[config.mk]
export PLATFORM = sky130hd
export DESIGN_NAME = stack_with_positional_insert_remove_top_flat
export DESIGN_NICKNAME = d
export VERILOG_FILES = /design/src/rtl/stk_pkg.sv /design/src/rtl/stk_in_if.sv /design/src/rtl/stk_out_if.sv /design/src/rtl/stack_with_positional_insert_remove_top.sv /design/src/rtl/stk_cell.sv /design/src/flat_wrapper.sv
export SDC_FILE = /design/constraint.sdc
export NUM_CORES = 2
export LEC_CHECK = 0
export ABC_AREA = 0
export BUFFER_PORTS_ARGS = -buffer_cell sky130_fd_sc_hd__buf_4
export CAP_MARGIN = 20
export CORE_MARGIN = 2
export CORE_UTILIZATION = 46
export CTS_CLUSTER_SIZE = 40
export DETAILED_ROUTE_END_ITERATION = 6
export MAX_ROUTING_LAYER = met4
export PLACE_DENSITY_LB_ADDON = 0.2
export SYNTH_ARGS = -nofsm -noshare
export SYNTH_HDL_FRONTEND = slang
export SYNTH_SLANG_ARGS = --single-unit
[constraint.sdc]
create_clock -name clk_i -period 17.55 [get_ports clk_i]
set_input_delay 3.51 -clock clk_i [delete_from_list [all_inputs] [get_ports clk_i]]
set_output_delay 3.51 -clock clk_i [all_outputs]
set_load 0.005 [all_outputs]
[src/rtl/stk_pkg.sv]
`timescale 1ns / 1ps

package stk_pkg;

  localparam int unsigned MaxDepth = 64;
  localparam int unsigned PtrW     = $clog2(MaxDepth + 1);
  localparam int unsigned LabelW   = 64;
  localparam int unsigned CountW   = 32;

  typedef logic [PtrW-1:0] ptr_t;

  typedef enum logic [1:0] {
    FN_PUSH   = 2'd0,
    FN_POP    = 2'd1,
    FN_INSERT = 2'd2,
    FN_REMOVE = 2'd3
  } func_e;

  typedef enum logic [2:0] {
    ST_OK     = 3'd0,
    ST_FULL   = 3'd1,
    ST_EMPTY  = 3'd2,
    ST_FEW    = 3'd3,
    ST_BADPOS = 3'd4
  } status_e;

  typedef struct packed {
    logic [LabelW-1:0]        label;
    logic signed [CountW-1:0] count;
  } entry_t;

  typedef struct packed {
    logic push_en;
    logic ins_en;
    logic rem_en;
    logic rd_en;
    ptr_t pos;
    ptr_t top;
    ptr_t rd_idx;
  } cell_ctrl_t;

endpackage

[src/rtl/stk_in_if.sv]
`timescale 1ns / 1ps

interface stk_in_if;
  logic               valid;
  logic               ready;
  logic [1:0]         func;
  logic [2:0]         position;
  logic [63:0]        item_label;
  logic signed [31:0] item_count;

  modport source (output valid, func, position, item_label, item_count, input ready);
  modport sink (input valid, func, position, item_label, item_count, output ready);
endinterface

[src/rtl/stk_out_if.sv]
`timescale 1ns / 1ps

interface stk_out_if;
  logic               valid;
  logic               ready;
  logic [2:0]         status;
  logic [63:0]        out_label;
  logic signed [31:0] out_count;
  logic [3:0]         fill_level;

  modport source (output valid, status, out_label, out_count, fill_level, input ready);
  modport sink (input valid, status, out_label, out_count, fill_level, output ready);
endinterface

[src/rtl/stack_with_positional_insert_remove_top.sv]
`timescale 1ns / 1ps

// Bounded stack of DEPTH entries, each a 64-bit label and a signed 32-bit count, held in a
// row of cells that shift toward or away from the top in one step. Every input beat asks
// for push, pop, insert at a position, or remove at a position, and yields exactly one
// result beat with a status, the popped or removed entry (zero otherwise) and the fill
// level after the operation. An operation completes in the cycle it is accepted and its
// result sits in an output register in the next cycle; a new beat is taken every cycle as
// long as the result side keeps up. Throughput is one operation per cycle, set by the
// single-step shift of the cell row, as long as the result side keeps up.

module stack_with_positional_insert_remove_top #(
  parameter int unsigned DEPTH = 8
) (
  input  logic      clk_i,
  input  logic      rst_ni,
  stk_in_if.sink    in_i,
  stk_out_if.source out_o
);
  import stk_pkg::*;

  localparam int unsigned CntW = $clog2(DEPTH + 1);

  logic [CntW-1:0] top_q, top_d;
  logic            out_valid_q;
  status_e         status_q, status_d;
  entry_t          rd_q, rd_d;
  logic [3:0]      fill_q;

  logic            accept;
  logic            push_ok, pop_ok, ins_ok, rem_ok;
  ptr_t            top_ext, pos_ext;
  logic            full, few;
  cell_ctrl_t      ctrl;
  entry_t          item;
  entry_t          cell_data [DEPTH];
  entry_t          cell_rd [DEPTH];

  assign in_i.ready = !out_valid_q || out_o.ready;
  assign accept     = in_i.valid && in_i.ready;

  assign top_ext = ptr_t'(top_q);
  assign pos_ext = ptr_t'(in_i.position);
  assign full    = (top_q == CntW'(DEPTH));
  assign few     = (top_ext < ptr_t'(2));

  assign item.label = in_i.item_label;
  assign item.count = in_i.item_count;

  always_comb begin
    push_ok  = 1'b0;
    pop_ok   = 1'b0;
    ins_ok   = 1'b0;
    rem_ok   = 1'b0;
    status_d = ST_OK;
    unique case (func_e'(in_i.func))
      FN_PUSH: begin
        if (full) status_d = ST_FULL;
        else push_ok = 1'b1;
      end
      FN_POP: begin
        if (top_q == '0) status_d = ST_EMPTY;
        else pop_ok = 1'b1;
      end
      FN_INSERT: begin
        priority if (few) status_d = ST_FEW;
        else if (full) status_d = ST_FULL;
        else if (pos_ext < ptr_t'(1) || pos_ext >= top_ext) status_d = ST_BADPOS;
        else ins_ok = 1'b1;
      end
      FN_REMOVE: begin
        priority if (few) status_d = ST_FEW;
        else if (pos_ext >= top_ext - ptr_t'(1)) status_d = ST_BADPOS;
        else rem_ok = 1'b1;
      end
      default: status_d = ST_OK;
    endcase
  end

  always_comb begin
    ctrl.push_en = accept && push_ok;
    ctrl.ins_en  = accept && ins_ok;
    ctrl.rem_en  = accept && rem_ok;
    ctrl.rd_en   = pop_ok || rem_ok;
    ctrl.pos     = pos_ext;
    ctrl.top     = top_ext;
    ctrl.rd_idx  = pop_ok ? (top_ext - ptr_t'(1)) : pos_ext;
  end

  always_comb begin
    top_d = top_q;
    if (accept) begin
      if (push_ok || ins_ok) top_d = top_q + CntW'(1);
      else if (pop_ok || rem_ok) top_d = top_q - CntW'(1);
    end
  end

  for (genvar g = 0; g < DEPTH; g++) begin : g_cell
    entry_t below, above;
    if (g == 0) begin : g_bot
      assign below = '0;
    end else begin : g_mid_b
      assign below = cell_data[g-1];
    end
    if (g == DEPTH - 1) begin : g_topc
      assign above = '0;
    end else begin : g_mid_a
      assign above = cell_data[g+1];
    end
    stk_cell #(.Idx(g)) u_cell (
      .clk_i  (clk_i),
      .ctrl_i (ctrl),
      .item_i (item),
      .below_i(below),
      .above_i(above),
      .data_o (cell_data[g]),
      .rd_o   (cell_rd[g])
    );
  end

  always_comb begin
    rd_d = '0;
    for (int i = 0; i < DEPTH; i++) begin
      rd_d = rd_d | cell_rd[i];
    end
  end

  always_ff @(posedge clk_i or negedge rst_ni) begin
    if (!rst_ni) begin
      top_q       <= '0;
      out_valid_q <= 1'b0;
    end else begin
      top_q <= top_d;
      if (in_i.ready) out_valid_q <= in_i.valid;
    end
  end

  always_ff @(posedge clk_i) begin
    if (accept) begin
      status_q <= status_d;
      rd_q     <= rd_d;
      fill_q   <= 4'(top_d);
    end
  end

  assign out_o.valid      = out_valid_q;
  assign out_o.status     = status_q;
  assign out_o.out_label  = rd_q.label;
  assign out_o.out_count  = rd_q.count;
  assign out_o.fill_level = fill_q;

endmodule

[src/rtl/stk_cell.sv]
`timescale 1ns / 1ps

module stk_cell #(
  parameter int unsigned Idx = 0
) (
  input  logic               clk_i,
  input  stk_pkg::cell_ctrl_t ctrl_i,
  input  stk_pkg::entry_t    item_i,
  input  stk_pkg::entry_t    below_i,
  input  stk_pkg::entry_t    above_i,
  output stk_pkg::entry_t    data_o,
  output stk_pkg::entry_t    rd_o
);
  import stk_pkg::*;

  localparam ptr_t Me = ptr_t'(Idx);

  entry_t data_q, data_d;
  ptr_t   me_next;

  assign me_next = Me + ptr_t'(1);

  always_comb begin
    data_d = data_q;
    priority if (ctrl_i.push_en && Me == ctrl_i.top) begin
      data_d = item_i;
    end else if (ctrl_i.ins_en && Me == ctrl_i.pos) begin
      data_d = item_i;
    end else if (ctrl_i.ins_en && Me > ctrl_i.pos && Me <= ctrl_i.top) begin
      data_d = below_i;
    end else if (ctrl_i.rem_en && Me >= ctrl_i.pos && me_next < ctrl_i.top) begin
      data_d = above_i;
    end else begin
      data_d = data_q;
    end
  end

  always_ff @(posedge clk_i) begin
    data_q <= data_d;
  end

  assign data_o = data_q;
  assign rd_o   = (ctrl_i.rd_en && Me == ctrl_i.rd_idx) ? data_q : '0;

endmodule
[src/flat_wrapper.sv]
// flat-port wrapper written by rule: the top's interface ports become plain ports
module stack_with_positional_insert_remove_top_flat import stk_pkg::*;
#(
  parameter int unsigned DEPTH = 8
)
  (clk_i, rst_ni, in_i_valid, in_i_func, in_i_position, in_i_item_label, in_i_item_count, in_i_ready, out_o_valid, out_o_status, out_o_out_label, out_o_out_count, out_o_fill_level, out_o_ready);
  stk_in_if in_i_i ();
  stk_out_if out_o_i ();
  input  logic clk_i;
  input  logic rst_ni;
  input wire logic [$bits(in_i_i.valid)-1:0] in_i_valid;
  input wire logic [$bits(in_i_i.func)-1:0] in_i_func;
  input wire logic [$bits(in_i_i.position)-1:0] in_i_position;
  input wire logic [$bits(in_i_i.item_label)-1:0] in_i_item_label;
  input wire logic [$bits(in_i_i.item_count)-1:0] in_i_item_count;
  output wire logic [$bits(in_i_i.ready)-1:0] in_i_ready;
  output wire logic [$bits(out_o_i.valid)-1:0] out_o_valid;
  output wire logic [$bits(out_o_i.status)-1:0] out_o_status;
  output wire logic [$bits(out_o_i.out_label)-1:0] out_o_out_label;
  output wire logic [$bits(out_o_i.out_count)-1:0] out_o_out_count;
  output wire logic [$bits(out_o_i.fill_level)-1:0] out_o_fill_level;
  input wire logic [$bits(out_o_i.ready)-1:0] out_o_ready;
  assign in_i_i.valid = in_i_valid;
  assign in_i_i.func = in_i_func;
  assign in_i_i.position = in_i_position;
  assign in_i_i.item_label = in_i_item_label;
  assign in_i_i.item_count = in_i_item_count;
  assign in_i_ready = in_i_i.ready;
  assign out_o_valid = out_o_i.valid;
  assign out_o_status = out_o_i.status;
  assign out_o_out_label = out_o_i.out_label;
  assign out_o_out_count = out_o_i.out_count;
  assign out_o_fill_level = out_o_i.fill_level;
  assign out_o_i.ready = out_o_ready;
  stack_with_positional_insert_remove_top #(.DEPTH(DEPTH)) u_core (.clk_i(clk_i), .rst_ni(rst_ni), .in_i(in_i_i), .out_o(out_o_i));
endmodule
==> results.sh <==
export IMPL_status="completed"
export IMPL_internal_power_w=0.00420
export IMPL_hp_class="register to register"
export IMPL_gp_congestion=0.833
export IMPL_yosysTopAreaCell="edfxtp_1"
export IMPL_stdcell_count=5216
export IMPL_grt_pass1_wl_um=203000
export IMPL_synthCells=3823
export IMPL_p_per_area_nw_per_um2=116
export IMPL_wl_met3_um=11100
export IMPL_synth_area_top_cells="edfxtp_1 (56%), mux2i_1 (18%), o21ai_0 (4.2%)"
export IMPL_clk_latency_ns=0.67
export IMPL_ctsLongestPathBuffers=3
export IMPL_routed_top_layer="met4"
export IMPL_slew_headroom=0.218
export IMPL_num_vias=31740
export IMPL_slew_viol_final=0
export IMPL_htree_levels=3
export IMPL_track_usage=0.265
export IMPL_numCtsBuffers=96
export IMPL_grt_overflow=0
export IMPL_post_route_drc_count=0
export IMPL_hpwl_um=71800
export IMPL_avgSynthCellArea_sq_um=12.2
export IMPL_avgRoutedWirePerCell_um=26.2
export IMPL_hold_buffers=0
export IMPL_layout_nets=3894
export IMPL_crit_start="in_i_position[0]"
export IMPL_synth_adder_area_share=0.00268
export IMPL_design_die_area_sq_um=104000
export IMPL_rsz0062_at_grt="no"
export IMPL_worstSetupEndpoint="u_core.g_cell[6].u_cell.data_o[90]$_DFFE_PP_"
export IMPL_synth_compound_area_frac=0.118
export IMPL_synth_simple_gate_area_frac=0.0462
export IMPL_die_height_um=323
export IMPL_yosys_most_used_dff="edfxtp_1"
export IMPL_clkPwrFrac=0.326
export IMPL_post_cts_buffers=0
export IMPL_startpoint_type="input pin"
export IMPL_path_max_fanout=97
export IMPL_cts_resized=0
export IMPL_finalCriticalPeriod_ns=8.11
export IMPL_combPwrFrac=0.217
export IMPL_tightest_slew_ns=1.17
export IMPL_r2r_slack_ns=11.11
export IMPL_synthArstFlopShare=0.00571
export IMPL_r2r_start="u_core.top_q[1]$_DFF_PN0_"
export IMPL_clkSlewWorstSetupHoldPaths_ns=0.06
export IMPL_crit_type="input pin to register"
export IMPL_yosysSeqAreaShare=0.562
export IMPL_netSwitchingFraction=0.303
export IMPL_ir_worst_vdd_mv=0.101
export IMPL_grt_pass1_vias=31283
export IMPL_synth_area_sq_um=46800
export IMPL_rows=116
export IMPL_max_freq_ghz=0.123
export IMPL_yosysWarnings=0
export IMPL_r2r_end="u_core.out_o.out_label[37]$_DFFE_PP_"
export IMPL_core_sq_um=100000
export IMPL_skew_ns=0.0176
export IMPL_layout_common_cells="edfxtp_1 (871), mux2i_1 (864), nand2_1 (397), o21ai_0 (390), buf_4 (255)"
export IMPL_wl_um=137000
export IMPL_cts_tree="done"
export IMPL_areaGrowthSynthToFinish_pct=11.3
export IMPL_drtPass1Iterations=6
export IMPL_tns_ns=0
export IMPL_wl_met1_um=62900
export IMPL_critPathRequiredTime_ns=17.82
export IMPL_synth_top_area_share=0.559
export IMPL_start_util=0.466
export IMPL_vias_per_cell=6.09
export IMPL_drive_gt1_frac=0.159
export IMPL_finalCritPeriodShare=0.462
export IMPL_worstRegToRegCells=12
export IMPL_drt_iter0_drc=3494
export IMPL_synthMuxAreaShare=0.233
export IMPL_endpoint_kind="register"
export IMPL_setup_viol_count_final=0
export IMPL_synth_edf_count=871
export IMPL_ios=210
export IMPL_cts_sink_count=876
export IMPL_cp_data_arrival_time_ns=8.38
export IMPL_synthXorXnorAreaFrac=0.000749
export IMPL_post_place_cells=5038
export IMPL_p_switching_w=0.00183
export IMPL_antenna_found_initial=11
export IMPL_grt_max_degree=193
export IMPL_met2_length_um=60100
export IMPL_max_cap_violations=0
export IMPL_drt_antenna_violating_nets=0
export IMPL_port_buffers=209
export IMPL_hold_viol_final=0
export IMPL_cts_root_buf="clkbuf_16"
export IMPL_synth_top_family_by_area="multiplexers"
export IMPL_final_common_cell="edfxtp_1"
export IMPL_ys_seq_elements=876
export IMPL_pwr_share_seq=0.457
export IMPL_die_w_um=323
export IMPL_syn_num_nets=3938
export IMPL_power_leakage_nw=17.8
export IMPL_synth_cell_types=56
==> power groups by stage <==
stage	Combinational (W)	Sequential (W)	Clock, W
finish	0.00131	0.00275	0.00196
global route	0.00139	0.00277	0.00209
CTS	0.00129	0.00275	0.00200
global placement	0.00128	0.00279	0
detailed placement	0.00129	0.00279	0
floorplan	0.000852	0.00275	0
==> sequential cells by signal, indices dropped and copies added (netlist names) <==
| register | count |
|---|---|
| u_core.g_cell.u_cell.data_o | 768 |
| u_core.out_o.out_label | 64 |
| u_core.out_o.out_count | 32 |
| u_core.out_o.fill_level | 4 |
| u_core.top_q | 4 |
| u_core.out_o.status | 3 |
| u_core.out_o.valid | 1 |
==> metal layers <==
metal | global-route usage | vias to the layer above
met5 | - | -
met2 | 0.385 | 1368
met3 | 0.0463 | 166
li1 | - | 14427
met4 | 0.0686 | 0
met1 | 0.383 | 15779
==> through the flow <==
step	area (sq um)	hold WS, ns	power, W	setup WS [ns]	util
after floorplan	46800	0.568	0.00361	0.944	-
after global routing	52100	0.624	0.00625	9.23	0.518
after CTS	52000	0.601	0.00604	9.44	0.518
after global placement	49100	0.590	0.00407	8.83	0.489
after detailed placement	49100	0.586	0.00408	8.77	0.489
final	52100	0.604	0.00602	9.44	0.518
==> how the worst min path moves through the flow <==
stage / start / end / depth (start not counted)
finish: u_core.out_o.valid$_DFFE_PN0N_ / u_core.out_o.valid$_DFFE_PN0N_ / 2
global route: u_core.g_cell[6].u_cell.data_o[28]$_DFFE_PP_ / u_core.g_cell[7].u_cell.data_o[28]$_DFFE_PP_ / 1
CTS: u_core.g_cell[1].u_cell.data_o[85]$_DFFE_PP_ / u_core.g_cell[0].u_cell.data_o[85]$_DFFE_PP_ / 1
detailed placement: u_core.out_o.valid$_DFFE_PN0N_ / u_core.out_o.valid$_DFFE_PN0N_ / 2
global placement: u_core.g_cell[6].u_cell.data_o[30]$_DFFE_PP_ / u_core.g_cell[7].u_cell.data_o[30]$_DFFE_PP_ / 1
floorplan: u_core.g_cell[6].u_cell.data_o[0]$_DFFE_PP_ / u_core.g_cell[7].u_cell.data_o[0]$_DFFE_PP_ / 1
==> cells in the mapped netlist, drive strengths merged, types with 3 or more instances <==
cell	count
xnor2	4
a21boi	3
nand2	401
inv	8
nor2	108
o21a	96
a311o	4
edfxtp	871
o22ai	195
a21oi	101
or3	3
nand3	6
o31ai	3
nor3b	4
nor3	8
a21o	3
clkbuf	274
mux2	192
a22o	96
o21ai	397
ha	10
nand2b	5
dfrtp	5
mux2i	864
buf	130
==> logic make-up (layout without fill, tap and decap cells) <==
| family | Yosys count | in the layout |
|---|---|---|
| XOR/XNOR | 4 | 4 |
| adder cells (fa/ha/maj) | 10 | 10 |
| AND/OR/NAND/NOR | 549 | 549 |
| multiplexers | 1056 | 1056 |
| other | 0 | 9 |
| flip-flops | 876 | 876 |
| buffers and inverters | 412 | 439 |
| AO/OA/AOI/OAI | 916 | 916 |
==> layout make-up <==
| class | count | area (sq um) |
|---|---|---|
| inverters | 8 | 35.0 |
| repair buffers | 262 | 2050 |
| clock inverters | 61 | 522 |
| clock buffers | 108 | 2450 |
| flip-flops and latches | 876 | 26300 |
| well taps | 1357 | 1700 |
| multi-input cells | 2535 | 19000 |
| diodes | 9 | 22.5 |
| fillers | 8713 | 48400 |
==> worst max-delay path, stage by stage <==
cell and delay [ns]:
buf_4 0.17, inv_1 0.10, ha_1 0.31, a21boi_0 0.09, o311a_1 0.34, or4b_1 0.85, a221oi_4 0.34, buf_12 0.72
a311o_2 0.89, buf_4 0.98
(Power assumes the default switching activity.)
